<file path="config.mk">
export PLATFORM = sky130hd
export DESIGN_NAME = line_break_classifier_unit_flat
export DESIGN_NICKNAME = d
export VERILOG_FILES = /design/src/rtl/lbc_pkg.sv /design/src/rtl/lbc_if.sv /design/src/rtl/lbc_judge.sv /design/src/rtl/line_break_classifier_unit.sv /design/src/flat_wrapper.sv
export SDC_FILE = /design/constraint.sdc
export NUM_CORES = 1
export LEC_CHECK = 0
export BUFFER_PORTS_ARGS = -buffer_cell sky130_fd_sc_hd__buf_2
export CAP_MARGIN = 20
export CELL_PAD_IN_SITES_DETAIL_PLACEMENT = 0
export CELL_PAD_IN_SITES_GLOBAL_PLACEMENT = 1
export CORE_AREA = 3 3 84 86
export DETAILED_ROUTE_END_ITERATION = 7
export DIE_AREA = 0 0 87 89
export PLACE_DENSITY_LB_ADDON = 0.1
export SLEW_MARGIN = 5
export SYNTH_ARGS = -nofsm -noshare
export SYNTH_HDL_FRONTEND = slang
export SYNTH_SLANG_ARGS = --single-unit
</file>
<file path="constraint.sdc">
create_clock -name clock -period 2.47 [get_ports clock]
set_input_delay 0.3705 -clock clock [delete_from_list [all_inputs] [get_ports clock]]
set_output_delay 0.3705 -clock clock [all_outputs]
set_load 0.01 [all_outputs]
</file>
<file path="src/rtl/lbc_pkg.sv">
// Package for the line-break classifier: class codes, break kinds, state type.
// No dependencies.
package lbc_pkg;
   localparam logic [5:0] C_BK = 6'd0, C_CR = 6'd1, C_LF = 6'd2, C_CM = 6'd3, C_NL = 6'd4,
      C_SG = 6'd5, C_WJ = 6'd6, C_ZW = 6'd7, C_GL = 6'd8, C_SP = 6'd9, C_ZWJ = 6'd10,
      C_B2 = 6'd11, C_BA = 6'd12, C_BB = 6'd13, C_HY = 6'd14, C_CB = 6'd15, C_CL = 6'd16,
      C_CP = 6'd17, C_EX = 6'd18, C_IN = 6'd19, C_NS = 6'd20, C_OP = 6'd21, C_QU = 6'd22,
      C_IS = 6'd23, C_NU = 6'd24, C_PO = 6'd25, C_PR = 6'd26, C_SY = 6'd27, C_AI = 6'd28,
      C_AL = 6'd29, C_CJ = 6'd30, C_EB = 6'd31, C_EM = 6'd32, C_H2 = 6'd33, C_H3 = 6'd34,
      C_HL = 6'd35, C_ID = 6'd36, C_JL = 6'd37, C_JV = 6'd38, C_JT = 6'd39, C_RI = 6'd40,
      C_SA = 6'd41, C_XX = 6'd42;

   localparam logic [1:0] K_PROHIBITED = 2'd0, K_OPTIONAL = 2'd1, K_MANDATORY = 2'd2;

   typedef struct packed {
      logic [5:0] prior_raw;
      logic [5:0] prior_res;
      logic [5:0] second_res;
      logic       zw_sp;
      logic       open_sp;
      logic       quote_sp;
      logic       close_sp;
      logic       b2_sp;
      logic       ri_odd;
      logic       have_prior;
   } ctx_type;

   localparam ctx_type CTX_CLEAR = '0;
endpackage

</file>
<file path="src/rtl/lbc_if.sv">
// Valid/ready channel interfaces for requests and responses.
// No dependencies.
interface lbc_req_if;
   logic       valid;
   logic       ready;
   logic [5:0] line_class;
   logic       start_of_text;
   logic       end_of_text;
   modport source (output valid, line_class, start_of_text, end_of_text, input ready);
   modport sink (input valid, line_class, start_of_text, end_of_text, output ready);
endinterface

interface lbc_rsp_if;
   logic       valid;
   logic       ready;
   logic [1:0] break_kind;
   modport source (output valid, break_kind, input ready);
   modport sink (input valid, break_kind, output ready);
endinterface

</file>
<file path="src/rtl/lbc_judge.sv">
// Combinational break decision and context update for one codepoint class.
// Depends on lbc_pkg.
module lbc_judge import lbc_pkg::*; (
   input  logic [5:0] line_class,
   input  logic       start_of_text,
   input  logic       end_of_text,
   input  ctx_type    ctx,
   output logic [1:0] break_kind,
   output ctx_type    ctx_next
);
   ctx_type    c;
   logic [5:0] b;
   logic [5:0] bm;
   logic [5:0] a;
   logic [5:0] ar;
   logic [5:0] res;
   logic [1:0] k;
   logic       sp;
   logic       b_mark;

   always_comb begin
      c = start_of_text ? CTX_CLEAR : ctx;
      if (line_class > C_XX || line_class inside {C_AI, C_SG, C_XX, C_SA}) b = C_AL;
      else if (line_class == C_CJ) b = C_NS;
      else b = line_class;
      a = c.prior_res;
      ar = c.prior_raw;
      b_mark = b inside {C_CM, C_ZWJ};
      bm = b;
      if (b_mark && a inside {C_BK, C_CR, C_LF, C_NL, C_SP, C_ZW}) bm = C_AL;

      if (ar == C_CR) k = (b == C_LF) ? K_PROHIBITED : K_MANDATORY;
      else if (ar inside {C_LF, C_NL, C_BK}) k = K_MANDATORY;
      else if (b inside {C_BK, C_CR, C_LF, C_NL, C_SP, C_ZW}) k = K_PROHIBITED;
      else if (c.zw_sp) k = K_OPTIONAL;
      else if (ar == C_ZWJ && b inside {C_ID, C_EB, C_EM}) k = K_PROHIBITED;
      else if (b_mark && bm != C_AL) k = K_PROHIBITED;
      else if (a == C_WJ || bm == C_WJ || a == C_GL) k = K_PROHIBITED;
      else if (bm == C_GL && !(a inside {C_SP, C_BA, C_HY})) k = K_PROHIBITED;
      else if (bm inside {C_CL, C_CP, C_EX, C_IS, C_SY}) k = K_PROHIBITED;
      else if (c.open_sp) k = K_PROHIBITED;
      else if (bm == C_OP && c.quote_sp) k = K_PROHIBITED;
      else if (bm == C_NS && c.close_sp) k = K_PROHIBITED;
      else if (bm == C_B2 && c.b2_sp) k = K_PROHIBITED;
      else if (a == C_SP) k = K_OPTIONAL;
      else if (a == C_QU || bm == C_QU) k = K_PROHIBITED;
      else if (a == C_CB || bm == C_CB) k = K_OPTIONAL;
      else if (a == C_BB || bm inside {C_BA, C_HY, C_NS}) k = K_PROHIBITED;
      else if (a inside {C_HY, C_BA} && c.second_res == C_HL) k = K_PROHIBITED;
      else if (a == C_SY && bm == C_HL) k = K_PROHIBITED;
      else if (bm == C_IN && a inside {C_AL, C_HL, C_ID, C_EB, C_EM, C_EX, C_IN, C_NU})
         k = K_PROHIBITED;
      else if (a inside {C_AL, C_HL} && bm == C_NU) k = K_PROHIBITED;
      else if (a == C_NU && bm inside {C_AL, C_HL}) k = K_PROHIBITED;
      else if (a == C_PR && bm inside {C_ID, C_EB, C_EM}) k = K_PROHIBITED;
      else if (a inside {C_ID, C_EB, C_EM} && bm == C_PO) k = K_PROHIBITED;
      else if (a inside {C_PR, C_PO} && bm inside {C_AL, C_HL}) k = K_PROHIBITED;
      else if (a inside {C_AL, C_HL} && bm inside {C_PR, C_PO}) k = K_PROHIBITED;
      else if (a inside {C_CL, C_CP, C_NU} && bm inside {C_PO, C_PR}) k = K_PROHIBITED;
      else if (a inside {C_PO, C_PR} && bm inside {C_OP, C_NU}) k = K_PROHIBITED;
      else if (a inside {C_HY, C_IS, C_NU, C_SY} && bm == C_NU) k = K_PROHIBITED;
      else if (a == C_JL && bm inside {C_JL, C_JV, C_H2, C_H3}) k = K_PROHIBITED;
      else if (a inside {C_JV, C_H2} && bm inside {C_JV, C_JT}) k = K_PROHIBITED;
      else if (a inside {C_JT, C_H3} && bm == C_JT) k = K_PROHIBITED;
      else if (a inside {C_JL, C_JV, C_JT, C_H2, C_H3} && bm inside {C_IN, C_PO})
         k = K_PROHIBITED;
      else if (a == C_PR && bm inside {C_JL, C_JV, C_JT, C_H2, C_H3}) k = K_PROHIBITED;
      else if (a inside {C_AL, C_HL, C_IS} && bm inside {C_AL, C_HL}) k = K_PROHIBITED;
      else if (a inside {C_AL, C_HL, C_NU} && bm == C_OP) k = K_PROHIBITED;
      else if (a == C_CP && bm inside {C_AL, C_HL, C_NU}) k = K_PROHIBITED;
      else if (a == C_RI && bm == C_RI && c.ri_odd) k = K_PROHIBITED;
      else if (a == C_EB && bm == C_EM) k = K_PROHIBITED;
      else k = K_OPTIONAL;

      if (!b_mark) res = b;
      else if (!c.have_prior || a inside {C_BK, C_CR, C_LF, C_NL, C_SP, C_ZW}) res = C_AL;
      else res = a;

      sp = (b == C_SP);
      ctx_next.zw_sp = (b == C_ZW) || (sp && c.zw_sp);
      ctx_next.open_sp = (res == C_OP) || (sp && c.open_sp);
      ctx_next.quote_sp = (res == C_QU) || (sp && c.quote_sp);
      ctx_next.close_sp = (res == C_CL || res == C_CP) || (sp && c.close_sp);
      ctx_next.b2_sp = (res == C_B2) || (sp && c.b2_sp);
      ctx_next.ri_odd = (res != C_RI) ? 1'b0 : (b_mark ? c.ri_odd : !c.ri_odd);
      ctx_next.second_res = c.have_prior ? a : C_BK;
      ctx_next.prior_raw = b;
      ctx_next.prior_res = res;
      ctx_next.have_prior = 1'b1;

      if (end_of_text) begin
         break_kind = c.have_prior ? K_MANDATORY : K_PROHIBITED;
         ctx_next = CTX_CLEAR;
      end else begin
         break_kind = c.have_prior ? k : K_PROHIBITED;
      end
   end
endmodule

</file>
<file path="src/rtl/line_break_classifier_unit.sv">
// Streaming UAX #14 line-break classifier: one codepoint class per cycle in,
// one break kind (0 prohibited, 1 optional, 2 mandatory) out per request, in order.
// Each request passes through a single registered decision step; one
// request is accepted every cycle while the response register is empty or being
// drained, so sustained rate is one per clock; the response is registered.
// Running context lives in one register updated per accepted request.
module line_break_classifier_unit import lbc_pkg::*; (
   input logic      clock,
   input logic      reset,
   lbc_req_if.sink   req,
   lbc_rsp_if.source rsp
);
   ctx_type    ctx_ff, ctx_in;
   logic [1:0] kind_ff, kind_in;
   logic       valid_ff;
   logic       req_fire;

   assign req.ready = !valid_ff || rsp.ready;
   assign req_fire = req.valid && req.ready;
   assign rsp.valid = valid_ff;
   assign rsp.break_kind = kind_ff;

   lbc_judge u_judge (
      .line_class(req.line_class),
      .start_of_text(req.start_of_text),
      .end_of_text(req.end_of_text),
      .ctx(ctx_ff),
      .break_kind(kind_in),
      .ctx_next(ctx_in)
   );

   always_ff @(posedge clock) begin
      if (reset) begin
         ctx_ff <= CTX_CLEAR;
         valid_ff <= 1'b0;
      end else begin
         if (req_fire) ctx_ff <= ctx_in;
         if (req.ready) valid_ff <= req.valid;
      end
      if (req_fire) kind_ff <= kind_in;
   end

   a_hold: assert property (@(posedge clock) disable iff (reset)
      valid_ff && !rsp.ready |=> valid_ff && $stable(kind_ff))
      else $error("response lost under stall");
   a_end: assert property (@(posedge clock) disable iff (reset)
      req_fire && req.end_of_text |=> !ctx_ff.have_prior)
      else $error("context kept after end marker");
   a_kind: assert property (@(posedge clock) disable iff (reset)
      valid_ff |-> kind_ff != 2'd3)
      else $error("bad break kind");
endmodule

</file>
<file path="src/flat_wrapper.sv">
// flat-port wrapper written by rule: the top's interface ports become plain ports
module line_break_classifier_unit_flat import lbc_pkg::*;
  (clock, reset, req_valid, req_line_class, req_start_of_text, req_end_of_text, req_ready, rsp_valid, rsp_break_kind, rsp_ready);
  lbc_req_if req_i ();
  lbc_rsp_if rsp_i ();
  input logic clock;
  input logic reset;
  input wire logic [$bits(req_i.valid)-1:0] req_valid;
  input wire logic [$bits(req_i.line_class)-1:0] req_line_class;
  input wire logic [$bits(req_i.start_of_text)-1:0] req_start_of_text;
  input wire logic [$bits(req_i.end_of_text)-1:0] req_end_of_text;
  output wire logic [$bits(req_i.ready)-1:0] req_ready;
  output wire logic [$bits(rsp_i.valid)-1:0] rsp_valid;
  output wire logic [$bits(rsp_i.break_kind)-1:0] rsp_break_kind;
  input wire logic [$bits(rsp_i.ready)-1:0] rsp_ready;
  assign req_i.valid = req_valid;
  assign req_i.line_class = req_line_class;
  assign req_i.start_of_text = req_start_of_text;
  assign req_i.end_of_text = req_end_of_text;
  assign req_ready = req_i.ready;
  assign rsp_valid = rsp_i.valid;
  assign rsp_break_kind = rsp_i.break_kind;
  assign rsp_i.ready = rsp_ready;
  line_break_classifier_unit u_core (.clock(clock), .reset(reset), .req(req_i), .rsp(rsp_i));
endmodule
</file>
# [Yosys cells after proc, flatten, opt, wreduce, memory -nomap -nowiden]
# Cells that the tools add are included.
[word_totals] regBits=28 output_inout_bits=4 wordCells=241
[classes] magnitude_cmp=1 n_eq_ne=88 reduce_logical=87 n_mux=53
[ops] cell="$eq A6 B5 Y1 const B" count=33
[ops] cell="$eq A6 B6 Y1 const B" count=23
[ops] cell="$eq A6 B4 Y1 const B" count=15
[ops] cell="$mux W25" count=2
[ops] cell="$eq A6 B3 Y1 const B" count=8
[ops] cell="$mux W1" count=39
[ops] cell="$logic_and A1 B1 Y1" count=36
[ops] cell="$mux W6" count=6
[ops] cell="$reduce_bool A3 Y1" count=10
[ops] cell="$eq A6 B2 Y1 const B" count=4
[ops] cell="$reduce_bool A2 Y1" count=11
[ops] cell="$eq A6 B1 Y1 const B" count=3
[ops] cell="$logic_not A6 Y1" count=3
[ops] cell="$reduce_bool A5 Y1" count=3
[ops] cell="$logic_or A1 B1 Y1" count=14
[ops] cell="$mux W2" count=6
[ops] cell="$reduce_bool A4 Y1" count=3
[ops] cell="$reduce_bool A6 Y1" count=2
[ops] cell="$reduce_bool A8 Y1" count=1
[ops] cell="$gt A6 B6 Y1 const B" count=1
[ops] cell="$ne A6 B5 Y1 const B" count=1
[ops] cell="$ne A6 B6 Y1 const B" count=1
[ops] cell="$logic_not A1 Y1" count=4

# [Logic depth before layout (Yosys ltp)]
[logic_depth] ltp_word=51 mapped_depth=9 mapped_depth_nobuf=7

# [Cells and area by module]
# A second synthesis with hierarchy kept.
[unflattened] cells_unflattened=407 area_unflattened_um2=3076.7
[by_module_without_submodules] mod="lbc_judge" cells_each=285 seq_area_each_um2=0.0 area_each_um2=1788.0 instances=1
[by_module_without_submodules] mod="line_break_classifier_unit" cells_each=122 seq_area_each_um2=580.6 area_each_um2=1288.7 instances=1

# [Worst setup path before layout]
# Ideal clock, no wire load.
[synth_timing] path_type="input port to flip-flop" startpoint="in req_line_class[4]" endpoint="reg u_core.kind_ff[0] (netlist: u_core.rsp.break_kind[0]), data pin" slack_ns=0.191 arrival_time_ns=2.121 path_stages=8 required_ns=2.312 setup_ns=0.158 cell_sequence="buf_6 or4b_4 and3_4 and2_4 a311o_1 nor4_2 nand3_1 a211oi_2"
[synth_via] elab_chain_len=51
[synth_rtl] element="from (decl)" line="flat_wrapper.sv:9" text="input wire logic [$bits(req_i.line_class)-1:0] req_line_class;"
[synth_rtl] element="branches (longest 3 deep; another with $gt A6 B6 Y1)"
[synth_rtl] element="$mux W6 *" line="lbc_judge.sv:23" text="if (line_class > C_XX || line_class inside {C_AI, C_SG, C_XX, C_SA}) b = C_AL;"
[synth_rtl] element="$eq A6 B2 Y1 or $eq A6 B4 Y1 (tied branches)" line="lbc_judge.sv:28" text="b_mark = b inside {C_CM, C_ZWJ};"
[synth_rtl] element="$reduce_bool A2 Y1" line="lbc_judge.sv:28"
[synth_rtl] element="$logic_and A1 B1 Y1" line="lbc_judge.sv:30" text="if (b_mark && a inside {C_BK, C_CR, C_LF, C_NL, C_SP, C_ZW}) bm = C_AL;"
[synth_rtl] element="$mux W6" line="lbc_judge.sv:30"
[synth_rtl] element="$eq A6 B6 Y1 (on tied branches)" line="lbc_judge.sv:55, lbc_judge.sv:72, lbc_judge.sv:71"
[synth_rtl] element="$logic_and A1 B1 Y1 (on tied branches)" line="lbc_judge.sv:72, lbc_judge.sv:71"
[synth_rtl] element="[33 not listed]"
[synth_rtl] element="$mux W1" line="lbc_judge.sv:37" text="else if (b_mark && bm != C_AL) k = K_PROHIBITED;"
[synth_rtl] element="$mux W1" line="lbc_judge.sv:36" text="else if (ar == C_ZWJ && b inside {C_ID, C_EB, C_EM}) k = K_PROHIBITED;"
[synth_rtl] element="$mux W1" line="lbc_judge.sv:35" text="else if (c.zw_sp) k = K_OPTIONAL;"
[synth_rtl] element="$mux W1 *" line="lbc_judge.sv:34" text="else if (b inside {C_BK, C_CR, C_LF, C_NL, C_SP, C_ZW}) k = K_PROHIBITED;"
[synth_rtl] element="$mux W2 *" line="lbc_judge.sv:33" text="else if (ar inside {C_LF, C_NL, C_BK}) k = K_MANDATORY;"
[synth_rtl] element="$mux W2 *" line="lbc_judge.sv:32" text="if (ar == C_CR) k = (b == C_LF) ? K_PROHIBITED : K_MANDATORY;"
[synth_rtl] element="$mux W2 *" line="lbc_judge.sv:95" text="break_kind = c.have_prior ? k : K_PROHIBITED;"
[synth_rtl] element="$mux W2 *" line="lbc_judge.sv:91" text="if (end_of_text) begin"
[synth_rtl] element="to (signal assigned)" line="line_break_classifier_unit.sv:40" text="if (req_fire) kind_ff <= kind_in;"
[synth_rtl] element="to (decl)" line="line_break_classifier_unit.sv:14" text="logic [1:0] kind_ff, kind_in;"
# Mark *: on every way between the ends.
# A chain may end at the register's enable or synchronous reset.

# [Worst setup path in the final report]
[layout_timing] startpoint="in req_line_class[4]" endpoint="reg u_core.ctx_ff[5] (netlist bit)"
[layout_via] elab_chain_len=10
[layout_rtl] element="branches (longest 3 deep; another with $gt A6 B6 Y1)"
[layout_rtl] element="$mux W6 *" line="lbc_judge.sv:23"
[layout_rtl] element="$eq A6 B2 Y1 or $eq A6 B4 Y1 (tied branches)" line="lbc_judge.sv:28"
[layout_rtl] element="$reduce_bool A2 Y1" line="lbc_judge.sv:28"
[layout_rtl] element="$mux W6" line="lbc_judge.sv:75" text="if (!b_mark) res = b;"
[layout_rtl] element="$eq A6 B5 Y1" line="lbc_judge.sv:81" text="ctx_next.open_sp = (res == C_OP) || (sp && c.open_sp);"
[layout_rtl] element="$logic_or A1 B1 Y1 *" line="lbc_judge.sv:81"
[layout_rtl] element="$mux W25 *" line="lbc_judge.sv:91"
[layout_rtl] element="to (signal assigned)" line="line_break_classifier_unit.sv:37" text="if (req_fire) ctx_ff <= ctx_in;"
[layout_rtl] element="to (decl)" line="line_break_classifier_unit.sv:13" text="ctx_type ctx_ff, ctx_in;"
# Marked as above.

==> results by group <==
Finish
  – Fillers: 653
  – Fraction of layout cells with a size suffix above 1: 17.6%
  – Diodes inserted: 0
  – Multi-input gate area: 1760 um^2
  – Syn-to-layout area delta: 14.6%
  – Nets@finish: 393
  – FF+latch area: roughly 580 um^2
  – Final Instance Count excl. Fillers: ~460

Setup path
  – Critical Path RT: 2690 ps
  – CP top delay family: simple AND/OR/NAND/NOR gates
  – Critical path cell sequence: buf_2 > buf_4 > nor2_1 > nand4b_1 > a211o_1 > nor2_1 > a22oi_1 > nor4_1 > a32o_1
  – CP startpoint kind: primary input
  – Crit-path max cell delay: 370 ps
  – FF-to-FF setup slack: 200 ps
  – Crit Path Class: in -> reg
  – Data arrival, critical path: 2500 ps
  – Most used cell, CP: nor2_1
  – CP endpoint kind: flip-flop
  – Crit-path max FO: 18
  – Critical path buffers and inverters: 2
  – Slowest cell on the critical path: nor2_1

Global routing
  – Initial antenna violation count: 0
  – GR Overflow Total: 0
  – Largest net degree at the start of global routing: 27
  – First-pass GRT wire length: 13600 um
  – GRT Resource Usage Total: between 20% and 30%
  – Vias in the first global route: roughly 2600

Timing
  – Rel. slew slack: 55.1%
  – RSZ-0062 raised after global routing: no
  – Crit path time final: 2280 ps
  – Fin crit share: 92.3%
  – Setup violators final: 0
  – Final Max Slew Viols: 0
  – Skew final: 3.02 ps
  – Max frequency: 0.439 GHz
  – Hold Violations, Final: 0
  – Final TNS setup: 0 ps
  – Worst-Margin Slew: 672 ps
  – Hold Slack: 334 ps

Logic synthesis
  – Top-area cell type share of the netlist area: 20.7%
  – Leading area contributor after synthesis: dfxtp_1
  – Synthesized cell area: 2510 um^2
  – Cell variety after synth: 70
  – Synth cell count leaders: nor2_1, nand2_1, dfxtp_1
  – Ys Warns: 0
  – Syn_nets: between 300 and 400
  – Top FF cell, synth: dfxtp_1
  – Top cells by area, synth: dfxtp_1, nor2_1, a22oi_1
  – Average size of a mapped cell: ~7.1 um^2
  – Post-synthesis async set-or-reset flop share: 0%
  – Count leader, synth: nor2_1
  – Sequential share of the synthesized area: 23.1%
  – Post-synth EDFFs: 2
  – Cells after Synth: 356
  – #FFs+latches synth: 28

Min path
  – Hold Path Class: in -> reg

Clocking
  – # hold bufs at CTS: 0
  – Clock tree buffer depth: 2
  – H-tree levels: 1
  – Clock slew seen by the registers of the worst setup and hold paths: about 90 ps
  – Clk sinks: 28
  – Clock Latency Late Sink: 270 ps
  – CTS root buf: clkbuf_8
  – CTS tree: done
  – CTS buffer count: 3

Floorplan
  – DIE AREA: 7740 um^2
  – Placement row count: 29
  – Die Y: 89 um
  – Core area: 6350 um^2
  – Die W: 87 um
  – Top Ports: 16
  – Starting density of the core: 39.6%

Routing
  – Avg WL per Cell: about 19 um
  – DRC: 0
  – Routed via count: 2845
  – Drt pass-1 iters: 5
  – Post-route ant nets: 0
  – Routed Wire Length: 8590 um
  – DRT iter0 DRCs: 270
  – Via/cell ratio: 6.23

Placement
  – Gpl congestion: 0.897
  – Placed cell count: 453
  – # port buffers: 15
  – DP HPWL: 6460 um

Power and ir drop
  – Leak Pwr: 0.00108 uW
  – Cell Pwr Density: 367 nW/um^2
  – Peak supply drop: ~350 uV

Run
  – Number of max-cap violations: 0

Status
  – Outcome: complete, no violations
kinds of logic after synthesis:
group	count (synthesis)	share of synthesized area (%)
flip-flops	28	23.1
XOR/XNOR	4	1.39
AND/OR/NAND/NOR	159	34.0
buffers and inverters	44	7.11
AO/OA/AOI/OAI	119	33.6
multiplexers	2	0.846
repair_timing:
item	4_1_cts	5_1_grt
resized for setup	0	3
buffers inserted	0	0
endpoints found under the setup margin	0	3
final timing paths:
kind,startpoint,end,depth (start not counted)
worst min register to register,u_core.ctx_ff[3],u_core.ctx_ff[3],1
worst min-delay path,req_valid,u_core.rsp.valid,3
worst max register to register,u_core.ctx_ff[17],u_core.rsp.break_kind[0],9
worst max-delay path,req_line_class[4],u_core.ctx_ff[5],9
where the power goes:
| group | leakage [uW] | switching, uW | total (uW) | internal (uW) |
|---|---|---|---|---|
| clock network | 0.0000231 | 140 | 251 | 112 |
| registers | 0.000232 | 13.7 | 483 | 470 |
| logic | 0.000824 | 201 | 323 | 122 |
state kept, by name, summed over array words and instances (netlist names):
signal                 cells
u_core.rsp.break_kind      2
u_core.rsp.valid           1
u_core.ctx_ff             25
worst min-delay path: cells and delay by family:
kind / cells / cell delay (ps)
AOI/OAI and AO/OA: 1 / 50
buffers and inverters: 2 / 140
final cells by class:
| type | count | area share (%) |
|---|---|---|
| timing repair buffer | 52 | 12.2 |
| clock inverter | 1 | 0.130 |
| sequential | 28 | 20.2 |
| inverter | 12 | 1.56 |
| multi-input combinational | 284 | 61.1 |
| clock buffer | 3 | 1.43 |
| tap | 77 | 3.34 |
metal layers:
metal / wire [um] / track usage (%) / vias up
met4: 155 / 7.08 / 0
met2: 3790 / 33.6 / 107
met1: 4210 / 33.6 / 1334
li1: - / - / 1389
met5: 0 / 0 / -
met3: 429 / 1.66 / 15
per-stage QoR:
stage / setup WS, ps / area (um^2) / utilization (%) / power (uW)
after floorplan: 191 / 2510 / - / 696
after global placement: -49.6 / 2830 / 44.6 / 809
after detailed placement: -55.9 / 2830 / 44.6 / 806
after CTS: 114 / 2880 / 45.3 / 1050
after global routing: 24.6 / 2880 / 45.4 / 1110
final: 191 / 2880 / 45.4 / 1060
layout by cell type (no fill, tap or decap), types with 4 or more instances in the layout:
master     n
nor2_1    46
buf_4     37
nand2_1   27
dfxtp_1   25
a21oi_1   23
a22oi_1   17
buf_2     15
o21ai_0   14
nand2b_1  13
inv_1     12
nor3_1    11
nand3_1    9
nor4_1     8
o211ai_1   6
nor2b_1    5
nand3b_1   5
and3_1     5
xor2_1     4
a31oi_1    4
o22ai_1    4
o41ai_1    4
a211oi_1   4
(Power assumes the default switching activity.)
